--- config.mk ---
export PLATFORM = sky130hd
export DESIGN_NAME = copy_insert_patch_parser
export DESIGN_NICKNAME = d
export VERILOG_FILES = /design/src/hw/rtl/cipp_pkg.sv /design/src/hw/rtl/copy_insert_patch_parser.sv
export SDC_FILE = /design/constraint.sdc
export NUM_CORES = 1
export LEC_CHECK = 0
export BUFFER_PORTS_ARGS = -buffer_cell sky130_fd_sc_hd__buf_4
export CORE_MARGIN = 3
export CORE_UTILIZATION = 55
export DETAILED_ROUTE_END_ITERATION = 6
export PLACE_DENSITY = 0.77
export SETUP_SLACK_MARGIN = 0.02
export SLEW_MARGIN = 20
export SYNTH_ARGS = -nofsm -noshare
export SYNTH_HDL_FRONTEND = slang
export SYNTH_SLANG_ARGS = --single-unit
--- constraint.sdc ---
create_clock -name i_clk -period 4.96 [get_ports i_clk]
set_input_delay 0.992 -clock i_clk [delete_from_list [all_inputs] [get_ports i_clk]]
set_output_delay 0.992 -clock i_clk [all_outputs]
set_load 0.02 [all_outputs]
--- src/hw/rtl/cipp_pkg.sv ---
// shared types, constants and helpers of the copy/insert patch parser
package cipp_pkg;

    // width of the decimal numbers read from the patch
    localparam int NUM_WIDTH = 32;
    // width of the position and length fields of a result
    localparam int OUT_NUM_W = 32;
    // width of a number times ten plus one digit
    localparam int MUL_W     = NUM_WIDTH + 4;
    // packed output tdata width, rounded up to whole bytes
    localparam int M_DATA_RAW = 8 + OUT_NUM_W + OUT_NUM_W + 2;
    localparam int M_DATA_W   = ((M_DATA_RAW + 7) / 8) * 8;
    localparam int M_DATA_PAD = M_DATA_W - M_DATA_RAW;

    // request kinds on the input side
    localparam logic REQ_BYTE = 1'b0;
    localparam logic REQ_END  = 1'b1;

    // result kinds
    localparam logic [1:0] K_INS  = 2'd0;
    localparam logic [1:0] K_COPY = 2'd1;
    localparam logic [1:0] K_DONE = 2'd2;
    localparam logic [1:0] K_ERR  = 2'd3;

    // error causes
    localparam logic [1:0] E_OPCODE   = 2'd0;
    localparam logic [1:0] E_NEWLINE  = 2'd1;
    localparam logic [1:0] E_TRUNC    = 2'd2;
    localparam logic [1:0] E_OVERFLOW = 2'd3;

    // characters of the patch syntax
    localparam logic [7:0] CH_I     = 8'h49;
    localparam logic [7:0] CH_C     = 8'h43;
    localparam logic [7:0] CH_NL    = 8'h0A;
    localparam logic [7:0] CH_SPACE = 8'h20;
    localparam logic [7:0] CH_ZERO  = 8'h30;
    localparam logic [7:0] CH_NINE  = 8'h39;

    // parse phase, one-hot
    typedef enum logic [8:0] {
        PH_OP        = 9'b000000001,
        PH_I_SP      = 9'b000000010,
        PH_I_DIG     = 9'b000000100,
        PH_PAYLOAD   = 9'b000001000,
        PH_TRAILER   = 9'b000010000,
        PH_C_POS_SP  = 9'b000100000,
        PH_C_POS_DIG = 9'b001000000,
        PH_C_LEN_SP  = 9'b010000000,
        PH_C_LEN_DIG = 9'b100000000
    } t_phase;

    typedef logic [NUM_WIDTH-1:0] t_num;

    // low bits of a number, zero extended where the number is narrower
    function automatic logic [OUT_NUM_W-1:0] out_num(input t_num v);
        logic [NUM_WIDTH+OUT_NUM_W-1:0] w;
        w = {{OUT_NUM_W{1'b0}}, v};
        return w[OUT_NUM_W-1:0];
    endfunction

endpackage

--- src/hw/rtl/copy_insert_patch_parser.sv ---
// copy/insert patch stream parser, one patch byte per request
// Takes one request per cycle while the result slot is free or leaving, and
// answers with at most one result in the cycle after; each byte only steps the
// parse phase and a multiply-by-ten accumulator. The single result register is
// refilled in the same cycle it is taken, so throughput is one request per cycle
// while the downstream side accepts. A patch byte makes an insert-byte result
// in payload, a copy command at the end of a copy record with non-zero length, or
// one error when a fault is first seen; later bytes are swallowed until the end
// request, which always yields done or error and rearms the parser.
module copy_insert_patch_parser (
    input  logic                           i_clk,
    input  logic                           i_rst_n,
    input  logic                           i_s_axis_tvalid,
    output logic                           o_s_axis_tready,
    input  logic [7:0]                     i_s_axis_tdata,  // patch_byte
    input  logic                           i_s_axis_tuser,  // req_type
    output logic                           o_m_axis_tvalid,
    input  logic                           i_m_axis_tready,
    // insert_byte[7:0], copy_pos[39:8], copy_len[71:40], error_cause[73:72], zero pad
    output logic [cipp_pkg::M_DATA_W-1:0]  o_m_axis_tdata,
    output logic [1:0]                     o_m_axis_tuser   // kind
);

    // parser state
    cipp_pkg::t_phase r_phase, n_phase;
    cipp_pkg::t_num   r_accum, n_accum;
    cipp_pkg::t_num   r_held, n_held;
    cipp_pkg::t_num   r_left, n_left;
    logic             r_err, n_err;
    logic [1:0]       r_cause, n_cause;

    // result register
    logic             r_out_valid;
    logic [1:0]       r_kind, n_kind;
    logic [7:0]       r_ins, n_ins;
    logic [cipp_pkg::OUT_NUM_W-1:0] r_pos, n_pos;
    logic [cipp_pkg::OUT_NUM_W-1:0] r_len, n_len;
    logic [1:0]       r_ecause, n_ecause;
    logic             n_emit;

    logic s_accept;
    logic is_digit;
    logic [cipp_pkg::MUL_W-1:0] mul_sum;
    logic digit_ovf;
    logic [7:0] c;

    // handshake: take a request whenever the result slot is free or leaving
    assign o_s_axis_tready = !r_out_valid || i_m_axis_tready;
    assign s_accept        = i_s_axis_tvalid && o_s_axis_tready;
    assign c               = i_s_axis_tdata;

    // digit accumulate: accum*10 + d, overflow when high bits are set
    assign is_digit  = (c >= cipp_pkg::CH_ZERO) && (c <= cipp_pkg::CH_NINE);
    assign mul_sum   = {1'b0, r_accum, 3'b000} + {3'b000, r_accum, 1'b0}
                     + {{(cipp_pkg::MUL_W-4){1'b0}}, 4'(c - cipp_pkg::CH_ZERO)};
    assign digit_ovf = |mul_sum[cipp_pkg::MUL_W-1:cipp_pkg::NUM_WIDTH];

    // next state and result
    always_comb begin
        n_phase  = r_phase;
        n_accum  = r_accum;
        n_held   = r_held;
        n_left   = r_left;
        n_err    = r_err;
        n_cause  = r_cause;
        n_emit   = 1'b0;
        n_kind   = cipp_pkg::K_DONE;
        n_ins    = '0;
        n_pos    = '0;
        n_len    = '0;
        n_ecause = '0;

        if (i_s_axis_tuser == cipp_pkg::REQ_END) begin
            n_emit = 1'b1;
            if (r_err) begin
                n_kind   = cipp_pkg::K_ERR;
                n_ecause = r_cause;
            end else if (r_phase != cipp_pkg::PH_OP) begin
                n_kind   = cipp_pkg::K_ERR;
                n_ecause = cipp_pkg::E_TRUNC;
            end
            n_phase = cipp_pkg::PH_OP;
            n_accum = '0;
            n_held  = '0;
            n_left  = '0;
            n_err   = 1'b0;
            n_cause = '0;
        end else if (!r_err) begin
            case (r_phase)
                cipp_pkg::PH_OP: begin
                    n_accum = '0;
                    n_held  = '0;
                    if (c == cipp_pkg::CH_I) begin
                        n_phase = cipp_pkg::PH_I_SP;
                    end else if (c == cipp_pkg::CH_C) begin
                        n_phase = cipp_pkg::PH_C_POS_SP;
                    end else begin
                        n_emit   = 1'b1;
                        n_kind   = cipp_pkg::K_ERR;
                        n_ecause = cipp_pkg::E_OPCODE;
                    end
                end
                cipp_pkg::PH_I_SP, cipp_pkg::PH_I_DIG: begin
                    if (r_phase == cipp_pkg::PH_I_SP && c == cipp_pkg::CH_SPACE) begin
                        n_phase = r_phase;
                    end else if (is_digit) begin
                        n_phase = cipp_pkg::PH_I_DIG;
                        if (digit_ovf) begin
                            n_emit   = 1'b1;
                            n_kind   = cipp_pkg::K_ERR;
                            n_ecause = cipp_pkg::E_OVERFLOW;
                        end else begin
                            n_accum = mul_sum[cipp_pkg::NUM_WIDTH-1:0];
                        end
                    end else if (c != cipp_pkg::CH_NL) begin
                        n_emit   = 1'b1;
                        n_kind   = cipp_pkg::K_ERR;
                        n_ecause = cipp_pkg::E_NEWLINE;
                    end else begin
                        n_left  = r_accum;
                        n_accum = '0;
                        n_phase = (r_accum != '0) ? cipp_pkg::PH_PAYLOAD
                                                  : cipp_pkg::PH_TRAILER;
                    end
                end
                cipp_pkg::PH_PAYLOAD: begin
                    n_left = r_left - cipp_pkg::t_num'(1);
                    if (r_left == cipp_pkg::t_num'(1)) begin
                        n_phase = cipp_pkg::PH_TRAILER;
                    end
                    n_emit = 1'b1;
                    n_kind = cipp_pkg::K_INS;
                    n_ins  = c;
                end
                cipp_pkg::PH_TRAILER: begin
                    if (c != cipp_pkg::CH_NL) begin
                        n_emit   = 1'b1;
                        n_kind   = cipp_pkg::K_ERR;
                        n_ecause = cipp_pkg::E_NEWLINE;
                    end else begin
                        n_phase = cipp_pkg::PH_OP;
                    end
                end
                cipp_pkg::PH_C_POS_SP, cipp_pkg::PH_C_POS_DIG: begin
                    if (r_phase == cipp_pkg::PH_C_POS_SP && c == cipp_pkg::CH_SPACE) begin
                        n_phase = r_phase;
                    end else if (is_digit) begin
                        n_phase = cipp_pkg::PH_C_POS_DIG;
                        if (digit_ovf) begin
                            n_emit   = 1'b1;
                            n_kind   = cipp_pkg::K_ERR;
                            n_ecause = cipp_pkg::E_OVERFLOW;
                        end else begin
                            n_accum = mul_sum[cipp_pkg::NUM_WIDTH-1:0];
                        end
                    end else begin
                        n_held  = r_accum;
                        n_accum = '0;
                        if (c == cipp_pkg::CH_SPACE) begin
                            n_phase = cipp_pkg::PH_C_LEN_SP;
                        end else if (c == cipp_pkg::CH_NL) begin
                            // length missing: reads as zero, copy dropped
                            n_phase = cipp_pkg::PH_OP;
                        end else begin
                            n_emit   = 1'b1;
                            n_kind   = cipp_pkg::K_ERR;
                            n_ecause = cipp_pkg::E_NEWLINE;
                        end
                    end
                end
                cipp_pkg::PH_C_LEN_SP, cipp_pkg::PH_C_LEN_DIG: begin
                    if (r_phase == cipp_pkg::PH_C_LEN_SP && c == cipp_pkg::CH_SPACE) begin
                        n_phase = r_phase;
                    end else if (is_digit) begin
                        n_phase = cipp_pkg::PH_C_LEN_DIG;
                        if (digit_ovf) begin
                            n_emit   = 1'b1;
                            n_kind   = cipp_pkg::K_ERR;
                            n_ecause = cipp_pkg::E_OVERFLOW;
                        end else begin
                            n_accum = mul_sum[cipp_pkg::NUM_WIDTH-1:0];
                        end
                    end else if (c == cipp_pkg::CH_NL) begin
                        n_phase = cipp_pkg::PH_OP;
                        n_accum = '0;
                        if (r_accum != '0) begin
                            n_emit = 1'b1;
                            n_kind = cipp_pkg::K_COPY;
                            n_pos  = cipp_pkg::out_num(r_held);
                            n_len  = cipp_pkg::out_num(r_accum);
                        end
                    end else begin
                        n_emit   = 1'b1;
                        n_kind   = cipp_pkg::K_ERR;
                        n_ecause = cipp_pkg::E_NEWLINE;
                    end
                end
                default: begin
                    n_phase = cipp_pkg::PH_OP;
                end
            endcase
            // any error result latches the sticky error
            if (n_emit && n_kind == cipp_pkg::K_ERR) begin
                n_err   = 1'b1;
                n_cause = n_ecause;
            end
        end
    end

    // control registers
    always_ff @(posedge i_clk) begin
        if (!i_rst_n) begin
            r_phase     <= cipp_pkg::PH_OP;
            r_err       <= 1'b0;
            r_out_valid <= 1'b0;
        end else begin
            if (s_accept) begin
                r_phase     <= n_phase;
                r_err       <= n_err;
                r_out_valid <= n_emit;
            end else if (i_m_axis_tready) begin
                r_out_valid <= 1'b0;
            end
        end
    end

    // data registers
    always_ff @(posedge i_clk) begin
        if (s_accept) begin
            r_accum  <= n_accum;
            r_held   <= n_held;
            r_left   <= n_left;
            r_cause  <= n_cause;
            r_kind   <= n_kind;
            r_ins    <= n_ins;
            r_pos    <= n_pos;
            r_len    <= n_len;
            r_ecause <= n_ecause;
        end
    end

    // result outputs
    assign o_m_axis_tvalid = r_out_valid;
    assign o_m_axis_tuser  = r_kind;
    assign o_m_axis_tdata  = {{cipp_pkg::M_DATA_PAD{1'b0}}, r_ecause, r_len, r_pos, r_ins};

`ifndef ASSERT_OFF
    // a copy command never carries a zero length
    a_copy_len_nonzero: assert property (@(posedge i_clk) disable iff (!i_rst_n)
        (r_out_valid && r_kind == cipp_pkg::K_COPY) |-> (r_len != '0))
        else $error("copy command with zero length");

    // an end request rearms the parser
    a_end_rearms: assert property (@(posedge i_clk) disable iff (!i_rst_n)
        (s_accept && i_s_axis_tuser == cipp_pkg::REQ_END)
            |=> (!r_err && r_phase == cipp_pkg::PH_OP && r_out_valid))
        else $error("end request did not rearm parser");

    // only insert results carry a payload byte
    a_ins_byte_clean: assert property (@(posedge i_clk) disable iff (!i_rst_n)
        (r_out_valid && r_kind != cipp_pkg::K_INS) |-> (r_ins == 8'd0))
        else $error("payload byte on non-insert result");

    // no byte result while the sticky error is held
    a_sticky_silent: assert property (@(posedge i_clk) disable iff (!i_rst_n)
        (s_accept && r_err && i_s_axis_tuser == cipp_pkg::REQ_BYTE) |=> !r_out_valid)
        else $error("result produced after error");
`endif

endmodule

==> out/qor.csv <==
stage,metric,value,unit
cells_and_area,fin_nets,1257,
synthesis,synth_top_cells_by_count,"edfxtp_1 (174), and2_1 (98), nor2_1 (83)",
worst_hold_path,min_from,r_held[26],
cells_and_area,stdcell_count,1460,
synthesis,ys.flop_type,edfxtp_1,
critical_path,reg2reg_from,r_accum[0],
synthesis,synth_area,0.0115,mm^2
global_routing,grt_max_degree,70,
timing,maxSlewViolCount,0,
timing,max-slew-margin-rel,0.480,
synthesis,yosysMostFrequentCell,edfxtp_1,
global_routing,grt_use_total,0.257,
worst_hold_path,hold_end,r_pos[26],
floorplanning,rows,52,
run,maxCapViolCount,0,
critical_path,critPathRequiredTime,5.07,ns
timing,worst_slack,0.690,ns
clocking,clockBufferDepth,2,
critical_path,reg2reg_depth,11,
synthesis,ys_ff_latch,185,
worst_hold_path,holdPathStages,1,
cells_and_area,fin_area,0.0130,mm^2
timing,tightestPinTransition,0.771,ns
place,gp_congestion,0.955,
critical_path,worstSetupEndpointType,flip-flop,
cells_and_area,area_delta_synth_final,13.1,%
place,dp.cells,1428,
power_and_ir_drop,power.internal,2.81,mW
power_and_ir_drop,clkPwrFrac,0.324,
critical_path,crit_arrival,4.38,ns
floorplanning,initial_utilization,0.563,
synthesis,yosysTopAreaCell,edfxtp_1,
cells_and_area,diodes,0,
route,wl,28.7,mm
place,io_buffer_count,90,
route,wire_per_inst,19.7,um
clocking,ctsResizeCount,0,
route,drtAntennaViolNets,0,
route,vias,9276,
synthesis,synth-async-reset-ratio,0,
timing,fin_skew,0.0103,ns
floorplanning,die_width,150,um
worst_hold_path,hp-class,flip-flop to flip-flop,
global_routing,gr-total-overflow,0,
critical_path,worst-setup-path-type,input port to flip-flop,
route,dr.pass1.iters,5,
power_and_ir_drop,finalPower,4.14,mW
synthesis,ys_warn_count,0,
clocking,hold_buffers,0,
timing,period_needed,4.27,ns
outcome,status,"finished, final reports clean",
timing,finalSetupViolCount,0,
timing,hold_violations,0,
route,viasPerCell,6.35,
timing,holdWs,0.518,ns
global_routing,grt_pass1_wl,46.2,mm
power_and_ir_drop,p_sw,1.33,mW
synthesis,synth_cell_types,77,
power_and_ir_drop,combPwrFrac,0.218,
clocking,cts_num_sinks,185,
critical_path,r2r-end,r_cause[0],
synthesis,synth_edf_count,174,
route,drc_errors,0,
clocking,cts_tree,done,
power_and_ir_drop,p_leak,4.92,nW
global_routing,grt_pass1_vias,8874,
clocking,cts_made_buffers,17,
cells_and_area,final_core_util,0.637,
floorplanning,die_h,150,um
timing,fmaxAchievable,234,MHz
clocking,clk_latency,0.44,ns
power_and_ir_drop,vdd_ir_drop_max,0.000196,V
synthesis,synth_area_leaders,"edfxtp_1 (46%), ha_1 (7.1%), and2_1 (5.3%)",
floorplanning,coreArea,0.0204,mm^2
place,hpwl,20.1,mm
timing,rsz0062_at_grt,no,
power_and_ir_drop,pwr-share-seq,0.458,
cells_and_area,drive_above_1_share,0.151,
critical_path,crit_fanout,5,
floorplanning,io_pins,97,
synthesis,syn_avg_cell_area,10.4,um^2
power_and_ir_drop,swShare,0.321,
clocking,htree_levels,4,
clocking,ctsRootBufferMaster,clkbuf_16,
route,drt_iter0_markers,979,
critical_path,r2r_slack,0.85,ns
timing,final.period_utilization,0.861,
timing,timing.setup.tns,0,ns
place,pre_cts_slack,0.354,ns
critical_path,cp-start-kind,input port,
place,placed_area,0.0124,mm^2
floorplanning,dieArea,0.0226,mm^2
clocking,post_cts_buffers,0,
synthesis,synth_seq_area_share,0.475,
global_routing,antenna_found_initial,0,
synthesis,syn_inst,1108,
clocking,cts.clk_slew.worst_paths,0.07,ns
synthesis,synth_top_area_frac,0.456,
power_and_ir_drop,power_density,319,mW/mm^2
[cell type report]
type | count | area [um^2]
Clock inverter | 14 | 150
Multi-Input combinational cell | 836 | 5680
Timing Repair Buffer | 108 | 823
Inverter | 29 | 109
Tap cell | 270 | 338
Sequential cell | 185 | 5450
Clock buffer | 18 | 429
Fill cell | 1613 | 7390
[how the worst max path moves through the flow]
| stage | from | end |
|---|---|---|
| 6_report | i_s_axis_tdata[3] | r_cause[0] |
| 5_1_grt | i_s_axis_tdata[3] | r_accum[30] |
| 4_1_cts | i_s_axis_tdata[3] | r_cause[1] |
| 3_5_place_dp | i_s_axis_tdata[3] | r_cause[0] |
| 3_3_place_gp | i_s_axis_tdata[3] | r_cause[1] |
| 2_1_floorplan | i_s_axis_tdata[4] | r_accum[0] |
[critical path, stage by stage]
cell	delay (ns)
buf_4	0.11
inv_1	0.10
fa_1	0.55
fa_1	0.48
nor2b_1	0.21
o2111ai_1	0.24
a211oi_1	0.43
o211ai_1	0.19
a31o_2	0.29
o2111a_1	0.18
a31o_2	0.28
o31ai_1	0.33
[sequential cells by signal, indices dropped and copies added (netlist names)]
register / flops
r_left: 32
r_ecause: 2
r_pos: 32
r_accum: 32
o_m_axis_tuser: 2
r_held: 32
r_phase: 9
r_len: 32
o_m_axis_tvalid: 1
r_cause: 2
r_ins: 8
r_err: 1
[power by group through the flow]
stage          Sequential [mW]  Combinational, mW  Clock [mW]
5_1_grt                   1.90              0.995        1.42
2_1_floorplan             1.93              0.607           0
4_1_cts                   1.89              0.894        1.36
3_3_place_gp              1.93              0.872           0
6_report                  1.90              0.904        1.34
3_5_place_dp              1.93              0.886           0
[cells by family (layout without fill, tap and decap cells)]
family          after synthesis  count (layout)  synth area share
buf+inv                      92             169            0.0350
xor+xnor                     54              54            0.0412
mux                           6               6           0.00535
flops                       185             185             0.475
fa+ha+maj                    67              67            0.0744
compound gates              282             282             0.163
simple gates                421             421             0.206
other cells                   1               6          0.000327
[routing by layer]
metal | vias up | track usage | part of all wire
li1 | 4328 | - | -
met1 | 4449 | 0.345 | 0.41
met2 | 436 | 0.426 | 0.48
met3 | 63 | 0.0433 | 0.077
met4 | 0 | 0.0823 | 0.024
met5 | - | 0 | 0
[placed cells by master, fill, tap and decap left out, types with 6 or more instances in the layout]
cell type | Yosys | layout
and4_1 | 6 | 6
inv_1 | 29 | 28
a21oi_1 | 72 | 72
nand4_1 | 18 | 18
o21a_1 | 9 | 9
or3_1 | 9 | 9
o211ai_1 | 13 | 13
edfxtp_1 | 174 | 174
a211oi_1 | 41 | 41
inv_8 | 0 | 6
buf_4 | 7 | 107
nor4_1 | 17 | 16
clkbuf_16 | 0 | 17
o31ai_1 | 9 | 9
nand2_1 | 38 | 38
dfxtp_1 | 11 | 11
conb_1 | 1 | 6
nand3_1 | 41 | 41
and2_1 | 98 | 98
ha_1 | 65 | 65
nor2b_1 | 10 | 10
nor3_1 | 37 | 35
a21o_1 | 6 | 6
nor2_1 | 83 | 81
xnor2_1 | 36 | 34
o21ai_0 | 66 | 66
and3_1 | 15 | 15
a31oi_1 | 14 | 14
nand2b_1 | 16 | 16
xor2_1 | 18 | 18
Note: power is estimated with default switching activity, not from simulation.
